--- config.mk ---
export PLATFORM = sky130hd
export DESIGN_NAME = http_request_line_parser
export DESIGN_NICKNAME = d
export VERILOG_FILES = /design/src/sv/hrlp_pkg.sv /design/src/sv/hrlp_front.sv /design/src/sv/hrlp_queue.sv /design/src/sv/hrlp_back.sv /design/src/sv/http_request_line_parser.sv
export SDC_FILE = /design/constraint.sdc
export NUM_CORES = 1
export LEC_CHECK = 0
export BUFFER_PORTS_ARGS = -buffer_cell sky130_fd_sc_hd__clkbuf_2
export CAP_MARGIN = 0
export CORE_MARGIN = 3
export CORE_UTILIZATION = 50
export DETAILED_ROUTE_END_ITERATION = 10
export HOLD_SLACK_MARGIN = 0.05
export PLACE_DENSITY_LB_ADDON = 0.25
export SETUP_SLACK_MARGIN = 0.3
export SYNTH_ARGS = -nofsm -noshare
export SYNTH_HDL_FRONTEND = slang
export SYNTH_SLANG_ARGS = --single-unit
--- constraint.sdc ---
create_clock -name clk -period 2.75 [get_ports clk]
set_clock_uncertainty 0.2 [all_clocks]
set_input_delay 0.4125 -clock clk [delete_from_list [all_inputs] [get_ports clk]]
set_output_delay 0.4125 -clock clk [all_outputs]
set_load 0.005 [all_outputs]
--- src/sv/hrlp_pkg.sv ---
// Package for the HTTP request line parser.
// Holds the method table, result codes and the record passed from front to back.
// Used by every module of the block; depends on nothing.
package hrlp_pkg;

	localparam int MAX_URL_LENGTH = 1024;
	localparam int URL_CNT_W      = $clog2(MAX_URL_LENGTH + 1);
	localparam int URL_LEN_W      = 11;
	localparam int TOKEN_BYTES    = 7;
	localparam int NUM_METHODS    = 9;
	localparam int QUEUE_DEPTH    = 4;
	localparam int QUEUE_PTR_W    = $clog2(QUEUE_DEPTH);
	localparam int QUEUE_CNT_W    = $clog2(QUEUE_DEPTH + 1);

	localparam logic [7:0] SPACE_BYTE = 8'h20;

	localparam logic [3:0] METHOD_UNDEF = 4'd9;

	localparam logic [1:0] ST_URL_CLOSED = 2'd0;
	localparam logic [1:0] ST_MSG_ENDED  = 2'd1;
	localparam logic [1:0] ST_NO_SEP     = 2'd2;
	localparam logic [1:0] ST_TRUNCATED  = 2'd3;

	localparam logic KIND_URL     = 1'b0;
	localparam logic KIND_SUMMARY = 1'b1;

	// Method names packed with the first character in the low byte.
	localparam logic [55:0] METHOD_CHARS [NUM_METHODS] = '{
		56'h00000000544547,
		56'h00000044414548,
		56'h00000054534F50,
		56'h00000000545550,
		56'h004554454C4544,
		56'h5443454E4E4F43,
		56'h534E4F4954504F,
		56'h00004543415254,
		56'h00004843544150
	};

	localparam logic [3:0] METHOD_LEN [NUM_METHODS] = '{
		4'd3, 4'd4, 4'd4, 4'd3, 4'd6, 4'd7, 4'd7, 4'd5, 4'd5
	};

	typedef struct packed {
		logic                 has_url;
		logic                 has_sum;
		logic [7:0]           url_byte;
		logic [3:0]           method;
		logic [URL_LEN_W-1:0] length;
		logic [1:0]           status;
	} hrlp_rec_t;

	function automatic logic [3:0] match_method(input logic [55:0] chars,
			input logic [3:0] count);
		logic [3:0] code;
		code = METHOD_UNDEF;
		if (count != 4'd0 && count <= 4'(TOKEN_BYTES)) begin
			for (int m = NUM_METHODS - 1; m >= 0; m--) begin
				if (METHOD_LEN[m] == count && METHOD_CHARS[m] == chars) begin
					code = 4'(m);
				end
			end
		end
		return code;
	endfunction

endpackage

--- src/sv/hrlp_front.sv ---
// Front part of the HTTP request line parser: takes one byte per accepted item,
// tracks the request line phase and builds a result record for the queue.
// Depends on hrlp_pkg.
module hrlp_front (
	input  logic              clk,
	input  logic              arst_n,
	input  logic              take,
	input  logic [7:0]        data_byte,
	input  logic              end_of_message,
	output logic              rec_push,
	output hrlp_pkg::hrlp_rec_t rec
);
	import hrlp_pkg::*;

	localparam logic [1:0] PH_METHOD = 2'd0;
	localparam logic [1:0] PH_SKIP   = 2'd1;
	localparam logic [1:0] PH_URL    = 2'd2;
	localparam logic [1:0] PH_DONE   = 2'd3;

	logic [1:0]           phase_q, phase_d;
	logic [55:0]          chars_q, chars_d;
	logic [3:0]           tcount_q, tcount_d;
	logic [3:0]           method_q, method_d;
	logic [URL_CNT_W-1:0] ucount_q, ucount_d;
	logic                 trunc_q, trunc_d;
	logic                 is_space;

	assign is_space = (data_byte == SPACE_BYTE);

	always_comb begin
		phase_d  = phase_q;
		chars_d  = chars_q;
		tcount_d = tcount_q;
		method_d = method_q;
		ucount_d = ucount_q;
		trunc_d  = trunc_q;
		rec      = '0;
		unique case (phase_q)
			PH_METHOD: begin
				if (is_space) begin
					method_d = match_method(chars_q, tcount_q);
					phase_d  = PH_SKIP;
				end else begin
					for (int k = 0; k < TOKEN_BYTES; k++) begin
						if (tcount_q == 4'(k)) begin
							chars_d[8*k +: 8] = data_byte;
						end
					end
					if (tcount_q < 4'd8) begin
						tcount_d = tcount_q + 4'd1;
					end
				end
			end
			PH_SKIP: begin
				if (!is_space) begin
					phase_d = PH_URL;
				end
			end
			PH_URL: begin
				if (is_space) begin
					rec.has_sum = 1'b1;
					rec.status  = trunc_q ? ST_TRUNCATED : ST_URL_CLOSED;
					phase_d     = PH_DONE;
				end else if (ucount_q < URL_CNT_W'(MAX_URL_LENGTH)) begin
					ucount_d    = ucount_q + URL_CNT_W'(1);
					rec.has_url = 1'b1;
					rec.url_byte = data_byte;
				end else begin
					trunc_d = 1'b1;
				end
			end
			PH_DONE: begin
			end
			default: begin
			end
		endcase
		rec.method = method_d;
		rec.length = URL_LEN_W'(ucount_d);
		if (end_of_message && phase_d != PH_DONE) begin
			rec.has_sum = 1'b1;
			if (phase_d == PH_METHOD) begin
				rec.method = METHOD_UNDEF;
				rec.length = '0;
				rec.status = ST_NO_SEP;
			end else begin
				rec.status = ST_MSG_ENDED;
			end
		end
	end

	assign rec_push = take && (rec.has_url || rec.has_sum);

	always_ff @(posedge clk or negedge arst_n) begin
		if (!arst_n) begin
			phase_q  <= PH_METHOD;
			chars_q  <= '0;
			tcount_q <= '0;
			method_q <= METHOD_UNDEF;
			ucount_q <= '0;
			trunc_q  <= 1'b0;
		end else if (take) begin
			if (end_of_message) begin
				phase_q  <= PH_METHOD;
				chars_q  <= '0;
				tcount_q <= '0;
				method_q <= METHOD_UNDEF;
				ucount_q <= '0;
				trunc_q  <= 1'b0;
			end else begin
				phase_q  <= phase_d;
				chars_q  <= chars_d;
				tcount_q <= tcount_d;
				method_q <= method_d;
				ucount_q <= ucount_d;
				trunc_q  <= trunc_d;
			end
		end
	end

endmodule

--- src/sv/hrlp_queue.sv ---
// Short queue of result records between the front and back parts.
// Depends on hrlp_pkg.
module hrlp_queue (
	input  logic                            clk,
	input  logic                            arst_n,
	input  logic                            push,
	input  hrlp_pkg::hrlp_rec_t             push_rec,
	input  logic                            pop,
	output logic                            not_empty,
	output logic                            full,
	output logic [hrlp_pkg::QUEUE_CNT_W-1:0] fill,
	output hrlp_pkg::hrlp_rec_t             head_rec
);
	import hrlp_pkg::*;

	hrlp_rec_t              mem_q [QUEUE_DEPTH];
	logic [QUEUE_PTR_W-1:0] wr_ptr_q;
	logic [QUEUE_PTR_W-1:0] rd_ptr_q;
	logic [QUEUE_CNT_W-1:0] cnt_q;
	logic                   do_push;
	logic                   do_pop;

	assign not_empty = (cnt_q != '0);
	assign full      = (cnt_q == QUEUE_CNT_W'(QUEUE_DEPTH));
	assign fill      = cnt_q;
	assign head_rec  = mem_q[rd_ptr_q];
	assign do_push   = push && !full;
	assign do_pop    = pop && not_empty;

	always_ff @(posedge clk) begin
		if (do_push) begin
			mem_q[wr_ptr_q] <= push_rec;
		end
	end

	always_ff @(posedge clk or negedge arst_n) begin
		if (!arst_n) begin
			wr_ptr_q <= '0;
			rd_ptr_q <= '0;
			cnt_q    <= '0;
		end else begin
			if (do_push) begin
				wr_ptr_q <= wr_ptr_q + QUEUE_PTR_W'(1);
			end
			if (do_pop) begin
				rd_ptr_q <= rd_ptr_q + QUEUE_PTR_W'(1);
			end
			if (do_push && !do_pop) begin
				cnt_q <= cnt_q + QUEUE_CNT_W'(1);
			end else if (do_pop && !do_push) begin
				cnt_q <= cnt_q - QUEUE_CNT_W'(1);
			end
		end
	end

endmodule

--- src/sv/hrlp_back.sv ---
// Back part of the HTTP request line parser: takes records from the queue and
// delivers their URL byte and summary results one item at a time.
// Depends on hrlp_pkg.
module hrlp_back (
	input  logic                clk,
	input  logic                arst_n,
	input  logic                rec_avail,
	input  hrlp_pkg::hrlp_rec_t rec,
	output logic                rec_pop,
	output logic                out_valid,
	input  logic                out_ready,
	output logic                out_kind,
	output logic [7:0]          out_byte,
	output logic [3:0]          out_method,
	output logic [hrlp_pkg::URL_LEN_W-1:0] out_length,
	output logic [1:0]          out_status,
	output logic                out_last
);
	import hrlp_pkg::*;

	hrlp_rec_t cur_q;
	logic      pend_url_q;
	logic      pend_sum_q;
	logic      handshake;
	logic      load;

	assign out_valid = pend_url_q || pend_sum_q;
	assign handshake = out_valid && out_ready;
	assign load      = !out_valid || (handshake && !(pend_url_q && pend_sum_q));
	assign rec_pop   = load && rec_avail;

	assign out_kind   = pend_url_q ? KIND_URL : KIND_SUMMARY;
	assign out_byte   = pend_url_q ? cur_q.url_byte : 8'd0;
	assign out_method = cur_q.method;
	assign out_length = cur_q.length;
	assign out_status = pend_url_q ? ST_URL_CLOSED : cur_q.status;
	assign out_last   = !pend_url_q;

	always_ff @(posedge clk) begin
		if (rec_pop) begin
			cur_q <= rec;
		end
	end

	always_ff @(posedge clk or negedge arst_n) begin
		if (!arst_n) begin
			pend_url_q <= 1'b0;
			pend_sum_q <= 1'b0;
		end else if (load) begin
			pend_url_q <= rec_avail && rec.has_url;
			pend_sum_q <= rec_avail && rec.has_sum;
		end else if (handshake) begin
			pend_url_q <= 1'b0;
		end
	end

endmodule

--- src/sv/http_request_line_parser.sv ---
// Top level of the HTTP request line parser: front, record queue and back.
// Depends on hrlp_pkg, hrlp_front, hrlp_queue and hrlp_back.
//
// Channel  | Direction | Contents
// s_*      | in        | tdata[7:0] data_byte, tlast end_of_message
// m_*      | out       | tdata url_byte, method_code, url_length, status; tuser kind;
//          |           | tlast is_last
//
// One byte is taken per clock while the four-record queue has room.
// Each byte gives zero, one or two result items; of two, the URL byte item goes out first.
// The back part delivers one result item per clock when m_tready is high and the queue holds records.
// Reset returns the parser to the start of a message and empties the queue.
module http_request_line_parser (
	input  logic        clk,
	input  logic        arst_n,
	input  logic        s_tvalid,
	output logic        s_tready,
	input  logic [7:0]  s_tdata,   // [7:0] data_byte
	input  logic        s_tlast,
	output logic        m_tvalid,
	input  logic        m_tready,
	output logic [31:0] m_tdata,   // [7:0] url_byte, [11:8] method_code,
	                               // [22:12] url_length, [24:23] status
	output logic        m_tuser,   // [0] kind
	output logic        m_tlast
);
	import hrlp_pkg::*;

	logic                   take;
	logic                   rec_push;
	hrlp_rec_t              push_rec;
	logic                   rec_pop;
	logic                   q_not_empty;
	logic                   q_full;
	logic [QUEUE_CNT_W-1:0] q_fill;
	hrlp_rec_t              head_rec;
	logic [7:0]             out_byte;
	logic [3:0]             out_method;
	logic [URL_LEN_W-1:0]   out_length;
	logic [1:0]             out_status;

	assign s_tready = !q_full;
	assign take     = s_tvalid && s_tready;

	hrlp_front u_front (
		.clk            (clk),
		.arst_n         (arst_n),
		.take           (take),
		.data_byte      (s_tdata),
		.end_of_message (s_tlast),
		.rec_push       (rec_push),
		.rec            (push_rec)
	);

	hrlp_queue u_queue (
		.clk       (clk),
		.arst_n    (arst_n),
		.push      (rec_push),
		.push_rec  (push_rec),
		.pop       (rec_pop),
		.not_empty (q_not_empty),
		.full      (q_full),
		.fill      (q_fill),
		.head_rec  (head_rec)
	);

	hrlp_back u_back (
		.clk        (clk),
		.arst_n     (arst_n),
		.rec_avail  (q_not_empty),
		.rec        (head_rec),
		.rec_pop    (rec_pop),
		.out_valid  (m_tvalid),
		.out_ready  (m_tready),
		.out_kind   (m_tuser),
		.out_byte   (out_byte),
		.out_method (out_method),
		.out_length (out_length),
		.out_status (out_status),
		.out_last   (m_tlast)
	);

	assign m_tdata = {7'd0, out_status, out_length, out_method, out_byte};

	assert property (@(posedge clk) disable iff (!arst_n)
		q_fill <= QUEUE_CNT_W'(QUEUE_DEPTH))
		else $error("record queue holds more than its depth");

	assert property (@(posedge clk) disable iff (!arst_n)
		(m_tvalid && m_tuser == KIND_SUMMARY && out_status == ST_NO_SEP)
		|-> (out_method == METHOD_UNDEF && out_length == '0))
		else $error("summary without separator carries a method or a length");

	assert property (@(posedge clk) disable iff (!arst_n)
		(m_tvalid && m_tuser == KIND_URL)
		|-> (out_status == ST_URL_CLOSED && !m_tlast))
		else $error("URL byte item carries a status or ends the run");

	assert property (@(posedge clk) disable iff (!arst_n)
		(rec_push && !rec_pop) |-> !q_full)
		else $error("record pushed into a full queue");

endmodule
Word level (Yosys, flattened, before mapping)
Memories as Yosys holds them, arrays and structs flattened.
Cells that the tools add are included.
W data, S select, Z words.
- flip-flop bits (word level): 112
- logic and storage cells: 178
- memories kept: 1
- memory bits (writable): 108
- output and inout port bits: 36
- equal/unequal tests: 27
- multiplexer cells: 62
- $lt $le $gt $ge: 3
- reductions and logical operators: 58
- $add $sub $neg: 6
- memories (memory ; depth ; width ; rd ports ; clocked after Yosys merged registers in ; write ports ; RTL line ; source):
    u_queue.mem_q ; 4 ; 27 ; 1 ; 0 ; 1 ; hrlp_queue.sv:16 ; hrlp_rec_t mem_q [QUEUE_DEPTH];
- operators with widths (kind ; count):
    $mux W56 ; 3
    $eq A23 B56 Y1 const A ; 2
    $eq A31 B56 Y1 const A ; 2
    $eq A39 B56 Y1 const A ; 2
    $eq A55 B56 Y1 const A ; 2
    $mux W8 ; 10
    $mux W4 ; 16
    $eq A47 B56 Y1 const A ; 1
    $mux W11 ; 4
    $reduce_and A4 Y1 ; 9
    $reduce_bool A2 Y1 ; 12
    $logic_and A1 B1 Y1 ; 23
    $mux W2 ; 9
    $mux W17 ; 1
    $eq A3 B4 Y1 const A ; 4
    $mux W15 ; 1
    $mux W1 ; 14
    $eq A4 B3 Y1 const B ; 3
    $add A11 B1 Y11 const B ; 1
    $lt A11 B11 Y1 const B ; 1
    $mux W10 ; 1
    $eq A4 B2 Y1 const B ; 2
    $eq A8 B6 Y1 const B ; 1
    $logic_not A1 Y1 ; 6
    other kinds (19) ; 26

Logic depth before layout (Yosys ltp)
- depth in word-level cells: 16
- mapped depth: 13

Hierarchy
From an unflattened synthesis, not the netlist that was laid out.
- cells, all modules: 752
- area total of the unflattened synthesis: 9798.1 µm²
- modules (own cells, without submodules) (module ; area each (µm²) ; instances ; cells an instance):
    hrlp_front ; 4344.2 ; 1 ; 501
    hrlp_queue ; 4324.1 ; 1 ; 176
    hrlp_back ; 1063.5 ; 1 ; 65
    http_request_line_parser ; 66.3 ; 1 ; 10

Worst setup path before layout
Ideal clock, no wire load.
- kind: input to register
- from: in s_tdata[0]
- to: mem u_queue.mem_q[0][0] (netlist bit), enable pin
- arrival: 2.348 ns
- library setup time: 0.386 ns
- data required time: 2.164 ns
- cell stages on the path: 8
- path slack: -0.184 ns
- cell sequence: nor4_1 > and4b_1 > buf_4 > a21oi_1 > a21oi_1 > nor2_1 > nor2_4 > and2_1
- RTL lines (item ; RTL line ; source):
    start, declared ; http_request_line_parser.sv:18 ; input logic [7:0] s_tdata,
    end, declared ; hrlp_queue.sv:16 ;

==> metrics list <==
- The flow ran to the end, and the final reports show no timing, DRC or antenna violations.
* Setup repair after global routing missed its margin: yes
* Cts bufs inserted: 23
- Pre-CTS setup slack: -0.0473 ns
- Relative to the synthesized area, the layout overhead comes to 21.1%.
- Final hold slack: 0.0876 ns
- By startpoint and endpoint, the worst setup path is classified as reg2reg.
* Avg Inst Size Synth: 14.2 um2
- The number of antenna diodes in the final layout is 0.
* Global-route wire length before repair: 34.9 mm
- Average via count per standard cell: 5.72
- The Yosys step of the flow raised 0 warnings.
- Instance count of the mapped netlist: 693
* Count of boundary I/O pins: 49
- In the final routed layout, each cell accounts on average for 20.4 um.
- The number of hold violations in the final report is 0.
- In the synthesized netlist the dominant register cell turns out to be sky130_fd_sc_hd__edfxtp_1.
- Setup slack after layout: 0.173 ns
- Max-cap violations in this run came to 0.
* Layout Nets: 823
- Sequential-to-total area share from yosys stat: 62.6%
- The floorplan step defined a core boundary enclosing 19000 um2.
- Half-perimeter wire length after placement: 15.4 mm
- Leakage power figure: 4.57 nW
* Share of the cycle needed by the critical path after routing: 93.7%
- Crit path arrival time: 2.62 ns
- After filler insertion, the fill cell instance count of the layout stands at 1422.
- The congestion estimate from routability-driven global placement came to 0.973.
- The top cell types in the final layout, fill and taps aside, are sky130_fd_sc_hd__edfxtp_1 (133), sky130_fd_sc_hd__dfrtp_1 (81), sky130_fd_sc_hd__buf_4 (73).
- Starting density of the core: 51.9%
- Sum of overflow across all layers after global routing: 0
- Of the cells placed in the final design, the portion with a size suffix greater than 1 is 38.0%.
* CTS max path bufs: 3
- The number of different library cells used by synthesis comes to 65.
- For this run, the total global-route usage over all layers was measured as 20.4%.
- Summed over all instances, the cell type with the most area after synthesis is sky130_fd_sc_hd__edfxtp_1.
- The tightest min-delay check is of the in2reg type.
- Worst vdd ir: 0.576 mV
* Top-area cell type share of the netlist area: 40.5%
- Number of synthesized register bits: 220
- Final count of pins violating max slew: 0
- The synthesized netlist occupies a cell area of 9870 um2.
- Vias post-DR: 6151
- In the routed design, unresolved DRC markers number 0.
- Clock latency on the worst-skew pair: 0.50 ns
- CTS clock-pin slew for the worst setup and hold paths: 0.06 ns
* Peak fanout along the critical path: 4
* Worst EP required: 2.79 ns
- Asr flop ratio synth: 39.5%
- Clock tree synthesis selected as its root buffer the cell sky130_fd_sc_hd__clkbuf_16.
- Die X: 146 um
* Number of flops mapped to enable cells by yosys: 133
- Critical Path Source Type: flop
* DR iter-0 viols: 359
- Core Rows: 50
* Antenna violations before repair: 0
* Max Fclk: 388 MHz
- Via count of the first global-routing pass: 6444
- CTS H-Tree Depth: 1
- In this run the tool buffered the top-level ports with 41 buffer cells.
- The detail route stage leaves a number of antenna-violating nets equal to 0.
- STA classifies the critical path endpoint as a flop.
- For this design the ratio of total power to cell area is 941 nW/um2.
- Max transition margin: 44.7%
- Number of setup violations in the final report: 0
- Measured along the y axis, the die boundary spans 146 um.
- Entering global routing, the biggest net connects 45 pins.
* Area of the die: 21500 um2
- Summed over all layers, the routed wires come to 21.9 mm.
* Commonest non-fill, non-tap cell in the layout: sky130_fd_sc_hd__edfxtp_1
- Leading cell types by total area after synthesis: sky130_fd_sc_hd__edfxtp_1 (40%), sky130_fd_sc_hd__dfrtp_1 (22%), sky130_fd_sc_hd__mux2_2 (6.4%)
- TritonCTS built the clock tree.
* Slew @ Worst Pin: 0.828 ns
- The worst path in the final design needs a cycle of 2.58 ns, including I/O delays and setup.
* TritonCTS Sinks: 220
* First-pass detailed-route iteration total: 5
-- kinds of logic after synthesis --
logic type | Yosys count | share of synthesized area, %
AND/OR/NAND/NOR | 221 | 13.5
other | 1 | 0.0380
adder cells (fa/ha/maj) | 11 | 1.47
flip-flops | 220 | 62.6
buffers and inverters | 68 | 3.64
multiplexers | 92 | 13.5
AO/OA/AOI/OAI | 65 | 3.99
XOR/XNOR | 15 | 1.33
-- routing by layer --
metal / track usage (%) / routed length, um / share of wire (%)
met1: 26.3 / 9030 / 41
met2: 35.6 / 11300 / 51
met3: 3.45 / 1100 / 5.0
met4: 6.49 / 496 / 2.3
met5: 0 / 0 / 0
-- cell usage after synthesis (all sizes together) (8+ instances only) --
cell type / count
edfxtp: 133
dfrtp: 85
mux2: 58
nor2: 44
buf: 36
nand2: 32
mux4: 27
and2: 25
a21oi: 22
clkbuf: 20
nor3: 20
o21ai: 19
nand4: 17
nand3: 13
nor2b: 13
inv: 12
nor4: 11
ha: 10
xnor2: 9
and4b: 8
-- final cells by class --
cell class	count	area [um2]	area share (%)
Tap cell	260	325	2.72
Sequential cell	220	6180	51.7
Clock inverter	8	72.6	0.607
Clock buffer	33	613	5.13
Multi-Input combinational cell	411	3630	30.4
Inverter	12	45.0	0.377
Timing Repair Buffer	131	1080	9.05
-- critical path, stage by stage, from the launching register on --
cell,delay (ns)
sky130_fd_sc_hd__dfrtp_1,0.41
sky130_fd_sc_hd__nor4b_4,0.34
sky130_fd_sc_hd__nand4_1,0.16
sky130_fd_sc_hd__or4_4,0.54
sky130_fd_sc_hd__o211a_1,0.26
sky130_fd_sc_hd__a31oi_2,0.22
sky130_fd_sc_hd__o21ba_4,0.20
-- flip-flops by register name, summed over array words and instances (netlist names) --
signal,count
u_front.phase_q,2
u_queue.fill,3
u_queue.rd_ptr_q,2
u_front.trunc_q,1
u_back.out_method,4
u_front.chars_q,56
u_back.pend_url_q,1
u_back.pend_sum_q,1
u_front.ucount_q,11
u_front.method_q,4
u_back.out_length,11
u_front.tcount_q,4
u_queue.wr_ptr_q,2
u_back.cur_q,10
u_queue.mem_q,108
-- per-stage QoR --
step | instances | total power, mW | cell area, um2 | util [%] | setup TNS [ns]
floorplan | 699 | 6.99 | 9930 | - | 0
global placement | 1018 | 8.06 | 10900 | 57.3 | -0.0170
detailed placement | 1018 | 8.21 | 10900 | 57.3 | -0.463
CTS | 1072 | 11.3 | 11800 | 62.3 | 0
global route | 1075 | 11.8 | 11900 | 62.8 | 0
finish | 1075 | 11.2 | 11900 | 62.8 | 0
-- worst paths after layout --
kind / start / endpoint / slack [ns] / cells after the start
worst max-delay path: u_front.chars_q[5]$_DFFE_PN0P_ / u_queue.mem_q[1][16]$_DFFE_PP_ / 0.17 / 6
worst min-delay path: m_tready / u_back.pend_url_q$_DFFE_PN0P_ / 0.09 / 3
worst max register to register: u_front.chars_q[5]$_DFFE_PN0P_ / u_queue.mem_q[1][16]$_DFFE_PP_ / 0.17 / 6
worst min register to register: u_front.method_q[2]$_DFFE_PN0P_ / u_front.method_q[2]$_DFFE_PN0P_ / 0.33 / 2
max in group asynchronous: arst_n / u_front.chars_q[41]$_DFFE_PN0P_ / 1.40 / 3
min in group asynchronous: arst_n / u_front.ucount_q[8]$_DFFE_PN0P_ / 0.28 / 2
-- where the power goes --
group | internal [mW] | switching, mW | total, mW
clock network | 1.64 | 1.19 | 2.84
logic | 1.78 | 1.52 | 3.30
registers | 4.45 | 0.653 | 5.10
-- repair_timing --
action	in CTS	in global routing
endpoints found under the hold margin	41	0
buffers inserted	12	3
hold buffers	1	0
pin swaps	16	1
resized for setup	33	17
endpoints found under the setup margin	18	36
(Power assumes the default switching activity.)
